[config.mk]
export PLATFORM = sky130hd
export DESIGN_NAME = dpm_div
export DESIGN_NICKNAME = d
export VERILOG_FILES = /design/src/rtl/core/dpm_pkg.sv /design/src/rtl/core/dpm_div.sv
export SDC_FILE = /design/constraint.sdc
export NUM_CORES = 2
export LEC_CHECK = 0
export ABC_CLOCK_PERIOD_IN_PS = 12430
export BUFFER_PORTS_ARGS = -buffer_cell sky130_fd_sc_hd__buf_2
export CAP_MARGIN = 30
export CELL_PAD_IN_SITES_DETAIL_PLACEMENT = 1
export CELL_PAD_IN_SITES_GLOBAL_PLACEMENT = 2
export CORE_ASPECT_RATIO = 0.8
export CORE_MARGIN = 4
export CORE_UTILIZATION = 49
export CTS_CLUSTER_SIZE = 24
export DETAILED_ROUTE_END_ITERATION = 7
export MAX_ROUTING_LAYER = met4
export PLACE_DENSITY_LB_ADDON = 0.05
export RECOVER_POWER = 100
export SLEW_MARGIN = 20
export SYNTH_ARGS = -nofsm -noshare
export SYNTH_HDL_FRONTEND = slang
export SYNTH_SLANG_ARGS = --single-unit
[constraint.sdc]
create_clock -name i_clk -period 12.43 [get_ports i_clk]
set_clock_uncertainty 0.05 [all_clocks]
set_input_delay 1.243 -clock i_clk [delete_from_list [all_inputs] [get_ports i_clk]]
set_output_delay 1.243 -clock i_clk [all_outputs]
set_load 0.02 [all_outputs]
[src/rtl/core/dpm_pkg.sv]
// shared types, constants and table function for the dew point core
`timescale 1ns / 1ps
`default_nettype none

package dpm_pkg;

    // default ln table address width
    localparam int unsigned LN_TABLE_ADDR_BITS = 10;

    // unit codes
    localparam logic [7:0] UNIT_F = 8'd70;
    localparam logic [7:0] UNIT_C = 8'd67;

    // register indexes on the config port
    typedef enum logic [2:0] {
        CFG_MAX_C = 3'd0,
        CFG_MIN_C = 3'd1,
        CFG_MAX_F = 3'd2,
        CFG_MIN_F = 3'd3
    } t_cfg_idx;

    // register reset values, hundredths of a degree
    localparam logic signed [15:0] RST_MAX_C = 16'sd6000;
    localparam logic signed [15:0] RST_MIN_C = -16'sd10000;
    localparam logic signed [15:0] RST_MAX_F = 16'sd14000;
    localparam logic signed [15:0] RST_MIN_F = -16'sd14800;

    // arithmetic constants
    localparam logic [16:0] LN2_Q16    = 17'd45426;
    localparam logic signed [15:0] TC_FLOOR = -16'sd23700;
    localparam logic [26:0] MAGNUS_NUM = 27'd113180672;   // 1727 * 65536
    localparam logic [21:0] DEW_NUM    = 22'd2377000;
    localparam logic [26:0] RECIP_9    = 27'd119304648;   // ceil(2^30 / 9)
    localparam logic [27:0] RECIP_5    = 28'd214748365;   // ceil(2^30 / 5)

    // divider geometry
    localparam int unsigned DIV1_NUM_W = 42;
    localparam int unsigned DIV1_DEN_W = 23;
    localparam int unsigned DIV1_QUO_W = 29;
    localparam int unsigned DIV2_NUM_W = 50;
    localparam int unsigned DIV2_DEN_W = 36;
    localparam int unsigned DIV2_QUO_W = 17;

    typedef struct packed {
        logic reading_valid;
        logic humidity_bad;
        logic unit_bad;
        logic temperature_bad;
    } t_flags;

    // rides along the first divider
    typedef struct packed {
        t_flags             flags;
        logic               is_f;
        logic               neg;
        logic signed [20:0] ln;
    } t_pay1;

    // rides along the second divider
    typedef struct packed {
        t_flags flags;
        logic   is_f;
        logic   neg;
        logic   den_bad;
    } t_pay2;

    // shift and subtract quotient, elaboration only
    function automatic logic [63:0] udiv64(input logic [63:0] n, input logic [63:0] d);
        logic [63:0] q;
        logic [64:0] r;
        q = '0;
        r = '0;
        for (int b = 63; b >= 0; b--) begin
            r = {r[63:0], n[b]};
            if (r >= {1'b0, d}) begin
                r    = r - {1'b0, d};
                q[b] = 1'b1;
            end
        end
        return q;
    endfunction

    // ln(1 + i/2^k) in q16 via 2*atanh series in q30, elaboration only
    function automatic logic [15:0] ln_entry(input int unsigned i, input int unsigned k);
        logic [63:0] den;
        logic [63:0] z;
        logic [63:0] z2;
        logic [63:0] sum;
        logic [63:0] p;
        logic        done;
        int unsigned kk;
        if (i == 0) begin
            return 16'd0;
        end
        den  = (64'd1 << (k + 1)) + 64'(i);
        z    = udiv64(64'(i) << 30, den);
        z2   = (z * z) >> 30;
        sum  = z;
        p    = z;
        done = 1'b0;
        for (kk = 3; kk < 64; kk += 2) begin
            if (!done) begin
                p = (p * z2) >> 30;
                if (p == 64'd0) begin
                    done = 1'b1;
                end else begin
                    sum = sum + udiv64(p, 64'(kk));
                end
            end
        end
        return 16'(((sum << 1) + (64'd1 << 13)) >> 14);
    endfunction

endpackage

`default_nettype wire

[src/rtl/core/dpm_div.sv]
// pipelined restoring divider, one quotient bit per stage, payload alongside
`timescale 1ns / 1ps
`default_nettype none

module dpm_div #(
    parameter int unsigned NUM_W = dpm_pkg::DIV1_NUM_W,
    parameter int unsigned DEN_W = dpm_pkg::DIV1_DEN_W,
    parameter int unsigned QUO_W = dpm_pkg::DIV1_QUO_W,
    parameter int unsigned PAY_W = 8
) (
    input  wire logic             i_clk,
    input  wire logic             i_rst_n,
    input  wire logic             i_en,
    input  wire logic             i_vld,
    input  wire logic [NUM_W-1:0] i_num,
    input  wire logic [DEN_W-1:0] i_den,
    input  wire logic [PAY_W-1:0] i_pay,
    output logic                  o_vld,
    output logic      [QUO_W-1:0] o_quo,
    output logic      [PAY_W-1:0] o_pay
);

    localparam int unsigned W = (NUM_W > DEN_W + QUO_W) ? NUM_W : DEN_W + QUO_W;

    logic             r_vld [QUO_W];
    logic [W-1:0]     r_rem [QUO_W];
    logic [DEN_W-1:0] r_den [QUO_W];
    logic [QUO_W-1:0] r_quo [QUO_W];
    logic [PAY_W-1:0] r_pay [QUO_W];

    logic             w_vld_in [QUO_W];
    logic [W-1:0]     w_rem_in [QUO_W];
    logic [DEN_W-1:0] w_den_in [QUO_W];
    logic [QUO_W-1:0] w_quo_in [QUO_W];
    logic [PAY_W-1:0] w_pay_in [QUO_W];

    assign w_vld_in[0] = i_vld;
    assign w_rem_in[0] = W'(i_num);
    assign w_den_in[0] = i_den;
    assign w_quo_in[0] = '0;
    assign w_pay_in[0] = i_pay;

    for (genvar s = 0; s < QUO_W; s++) begin : g_stage
        localparam int unsigned BIT = QUO_W - 1 - s;

        logic [W-1:0]     w_shd;
        logic [W:0]       w_diff;
        logic [W-1:0]     n_rem;
        logic [QUO_W-1:0] n_quo;

        if (s > 0) begin : g_link
            assign w_vld_in[s] = r_vld[s-1];
            assign w_rem_in[s] = r_rem[s-1];
            assign w_den_in[s] = r_den[s-1];
            assign w_quo_in[s] = r_quo[s-1];
            assign w_pay_in[s] = r_pay[s-1];
        end

        // trial subtract of the divisor aligned to this quotient bit
        always_comb begin
            w_shd  = W'(w_den_in[s]) << BIT;
            w_diff = {1'b0, w_rem_in[s]} - {1'b0, w_shd};
            n_quo  = w_quo_in[s];
            if (!w_diff[W]) begin
                n_rem      = w_diff[W-1:0];
                n_quo[BIT] = 1'b1;
            end else begin
                n_rem = w_rem_in[s];
            end
        end

        always_ff @(posedge i_clk) begin
            if (!i_rst_n) begin
                r_vld[s] <= 1'b0;
            end else if (i_en) begin
                r_vld[s] <= w_vld_in[s];
            end
        end

        always_ff @(posedge i_clk) begin
            if (i_en) begin
                r_rem[s] <= n_rem;
                r_den[s] <= w_den_in[s];
                r_quo[s] <= n_quo;
                r_pay[s] <= w_pay_in[s];
            end
        end
    end

    assign o_vld = r_vld[QUO_W-1];
    assign o_quo = r_quo[QUO_W-1];
    assign o_pay = r_pay[QUO_W-1];

endmodule

`default_nettype wire

### Yosys cells after proc, flatten, opt, wreduce, memory -nomap -nowiden

Memories as Yosys holds them, arrays and structs flattened.
Index checks and enable logic that the tools add are counted.

* register bits: 0
* bits in latches: 0
* bits in writable memories: 3277
* ROM bits: 0
* bits of input ports: 77
* output and inout port bits: 38
* word-level logic and storage cells: 155
* memories kept: 5

* $add $sub $neg: 29
* multiply operators: 0
* divide/modulo/power cells: 0
* magnitude comparators: 0
* equal/unequal tests: 0
* shift-type cells: 0
* mux-type cells: 92
* bitwise gates (word level): 29
* reductions and logical operators: 0

Memories
* r_rem: words 29, width 52, read ports 28, clocked after memory_dff 0, wr ports 29, line dpm_div.sv:26 `logic [W-1:0] r_rem [QUO_W];`
* r_quo: words 29, width 29, read ports 29, clocked after memory_dff 0, wr ports 29, line dpm_div.sv:28 `logic [QUO_W-1:0] r_quo [QUO_W];`
* r_den: words 29, width 23, read ports 28, clocked after memory_dff 0, wr ports 29, line dpm_div.sv:27 `logic [DEN_W-1:0] r_den [QUO_W];`
* r_pay: words 29, width 8, read ports 29, clocked after memory_dff 0, wr ports 29, line dpm_div.sv:29 `logic [PAY_W-1:0] r_pay [QUO_W];`
* r_vld: words 29, width 1, read ports 29, clocked after memory_dff 0, wr ports 29, line dpm_div.sv:25 `logic r_vld [QUO_W];`

Operators with widths (number)
* 2-to-1 mux 52 bit: 29
* 2-to-1 mux 1 bit: 63
* subtractor 52 x 23 -> 53 bit: 1
* subtractor 52 x 24 -> 53 bit: 1
* subtractor 52 x 25 -> 53 bit: 1
* subtractor 52 x 26 -> 53 bit: 1
* subtractor 52 x 27 -> 53 bit: 1
* subtractor 52 x 28 -> 53 bit: 1
* subtractor 52 x 29 -> 53 bit: 1
* subtractor 52 x 30 -> 53 bit: 1
* subtractor 52 x 31 -> 53 bit: 1
* subtractor 52 x 32 -> 53 bit: 1
* subtractor 52 x 33 -> 53 bit: 1
* subtractor 52 x 34 -> 53 bit: 1
* subtractor 52 x 35 -> 53 bit: 1
* subtractor 52 x 36 -> 53 bit: 1
* subtractor 52 x 37 -> 53 bit: 1
* subtractor 52 x 38 -> 53 bit: 1
* subtractor 52 x 39 -> 53 bit: 1
* subtractor 52 x 40 -> 53 bit: 1
* subtractor 52 x 41 -> 53 bit: 1
* subtractor 52 x 42 -> 53 bit: 1
* subtractor 52 x 43 -> 53 bit: 1
* subtractor 52 x 44 -> 53 bit: 1
* 8 further kinds: 36

### Depth between registers and ports, before layout

* depth after elaboration: 4
* depth in mapped cells: 16
* depth with buffers taken out: 16

### Least setup slack after synthesis

Ideal clock, no wire load.

* path type: reg2reg
* start: memory r_rem[1][403] (netlist name)
* end: memory r_rem[1][453] (netlist name), data pin
* setup time: 267 ps
* data arrival time: 3667 ps
* data required time: 12113 ps
* slack: 8446 ps
* stages on the path, launching flop included: 12
* clock period less this slack: 3984 ps
* cells stage by stage: edfxtp_1 -> or4_4 -> or4_1 -> or3_1 -> or4_1 -> or4_4 -> a211oi_4 -> nor4b_1 -> and3b_1 -> buf_4 -> nor3b_1 -> xor2_1

RTL lines (line)
* from (decl): dpm_div.sv:26

==> metrics <==
die height ~470 µm; Synth Area in Simple Gates 9.84%; Int Pwr 21800 µW; arrival time worst endpoint 8.19 ns; vias in the first global route 83400; Cell Count, Final, Fillers Out 14500; Hold Startpoint r_quo[4][57]; Lkg Pwr 0.0549 µW; I/O pin cnt around 120; Reg2Reg Depth 15; initial core utilization 49.2%; Yosys reg bits 2795; main combinational cell family by area after synthesis compound AO/OA/AOI/OAI gates; Pre-antenna DRT Iters 8; Port-buffer cells between 100 and 150; grt met2 use roughly 33%; GR Util met3 3.76%; Post-DP HPWL 226000 µm; Die Width 588 µm; root buf cell clkbuf_16; sequential power share between 40% and 50%; synth top area cells edfxtp_1 (64%), ha_1 (6.2%), xor2_1 (3.0%); RR Startpoint r_rem[1][62]; RSZ-0062 raised after global routing no; GR peak layer met1; Clock Path Buffers 4; Tmin final 7.83 ns; Achievable Freq around 130 MHz; Core Box Area 0.268 mm²; WL per Instance 21.3 µm; drt initial violations 6547; NetSw 10500 µW; Synth Area in Compound Gates roughly a tenth; failing checks capacitance limit, slew limit; post-CTS setup buffers 0; Worst slew margin -386%; Mean Syn Cell Area ~13 µm²; ys async rst share 0%; initial antenna violation count 22; type of the worst setup path in2reg; Tcrit/Tclk final 63.0%; status complete, but fails checks; hold endpoint r_quo[4][86]; hold-fix buffers at CTS 0; Startpoint Class input port; area leader, netlist edfxtp_1; Adder-Cell Fraction of Synth Area 6.65%; Final TNS setup 0 ns; dpl ws slightly above 7 ns; Logic pwr share slightly below 30%; number of vias in the routed layout 81100; yosys warns 0; Nets 11400; worst slew pin tran 7.28 ns; Worst Setup End Kind flip-flop; P&R area growth vs syn 10.9%; fin area ~0.15 mm²; setup violators final 0; commonest cells in the synthesized netlist edfxtp_1 (2794), inv_1 (834), nand2_1 (808); Die ar. 0.278 mm²; Syn Std Cell Area 0.132 mm²; met1 GRT Util ~34%; gr usage total between 20% and 30%; CP required 12.79 ns; Max FO, Critical Path about 160; post-synthesis xor/xnor area fraction 5.75%; post-synthesis cell count 10400; Seq/Total Area, Yosys 63.6%; vias per cell between 5 and 6; peak supply drop 0.150 mV; count leader, synth edfxtp_1; Switching Fraction 32.4%; clk sink count 2795; total grt overflow 0; CTS resizes 0; Antenna Nets Post-Route 0; clock slew at reported path FFs 0.06 ns; Hold Path Class reg2reg; Clock H-tree levels 5; R2R Setup Slk 6.44 ns; Synth top area share 63.6%; Final Worst Setup Slack between 4 and 5 ns; post-synth cell types 86; first-pass GRT wire length 488000 µm; PD cells around 220 mW/mm²; Post-route DRC 0; cell count after placement roughly 14000; max cap viols 39; Pins Over Slew Limit between 2000 and 2500; share of cells above drive strength 1 5.81%; Post-Route WL 310000 µm; clk_lat worst skew approximately 0.86 ns; Post-synth EDFFs 2794; Top FF cell, synth edfxtp_1; Num CTS Buffers 297; mux share of post-synthesis cell area 0.866%; Hold Vio Cnt, Final 0; FF-to-FF End r_rem[1][147]; largest net degree at the start of global routing 191; Placed Instance Area 0.137 mm²; CTS tree done; fin util about 55%; Hold Path Stages 0; Clk network pwr share ~28%; row cnt 170; Placer Congestion between 0.8 and 0.9
## area by class of cell
class	count	area [µm²]
diodes	11	27.5
clock buffers	365	7880
clock inverters	159	1780
fillers	26800	122000
inverters	838	3150
multi-input cells	6539	44300
flip-flops and latches	2795	83900
well taps	3612	4520
repair buffers	189	947
## routing by layer
layer / part of all wire, % / wire, µm
met5: 0 / 0
met4: 2.3 / 7120
met3: 5.4 / 16700
met2: 43 / 135000
met1: 49 / 151000
## power groups by stage
stage | registers [µW] | clock network [µW] | logic (µW)
finish | 13800 | 8880 | 9520
detailed placement | 14000 | 0 | 9430
floorplan | 13400 | 0 | 7020
global placement | 14000 | 0 | 9170
CTS | 13800 | 9150 | 9530
global route | 14000 | 9590 | 10700
## flip-flops by register name (all words and copies together), names as in the netlist
signal	cells
r_rem	1455
r_vld	29
r_quo	435
r_pay	232
r_den	644
## worst max-delay path by stage
stage	cells past startpoint	from	end	slack [ns]
floorplan	11	r_rem[1][403]	r_rem[1][453]	8.45
global placement	15	r_den[1][139]	r_rem[0][819]	7.20
detailed placement	14	r_rem[0][282]	r_rem[0][361]	7.16
CTS	14	r_rem[0][282]	r_rem[0][361]	7.09
global route	3	i_en	r_rem[1][159]	3.72
finish	3	i_en	r_quo[6][65]	4.60
## logic make-up after synthesis
kind of cell | count (synthesis)
fa+ha+maj | 685
mux | 103
other cells | 1
flops | 2795
xor+xnor | 866
compound gates | 2211
simple gates | 2670
buf+inv | 1026
## worst max-delay path: stages
cell and delay, ns:
buf_12 0.57, clkbuf_1 4.29, clkbuf_1 1.91
## cell usage in the layout, fill, tap and decap left out, drive strengths merged, types with 22 or more instances in the layout
cell type and count:
a211oi 70, a21o 263, a21oi 596, a31o 22
a31oi 61, and2 43, and3 101, buf 63
bufinv 35, clkbuf 491, clkinv 99, edfxtp 2794
fa 28, ha 657, inv 846, mux2 90
nand2 808, nand2b 152, nand3 166, nand3b 27
nand4 70, nor2 599, nor2b 95, nor3 229
nor3b 22, nor4 104, o211ai 47, o21a 109
o21ai 669, o21bai 49, o31a 28, o31ai 81
or2 36, or3 100, or4 63, xnor2 415
xor2 451
## stage by stage
step	total power (µW)	hold WS [ns]
after CTS	32500	0.356
after floorplan	20400	0.350
final	32300	0.356
after global routing	34300	0.368
after global placement	23100	0.350
after detailed placement	23400	0.355
No activity file was read; power rests on OpenSTA's default activity.
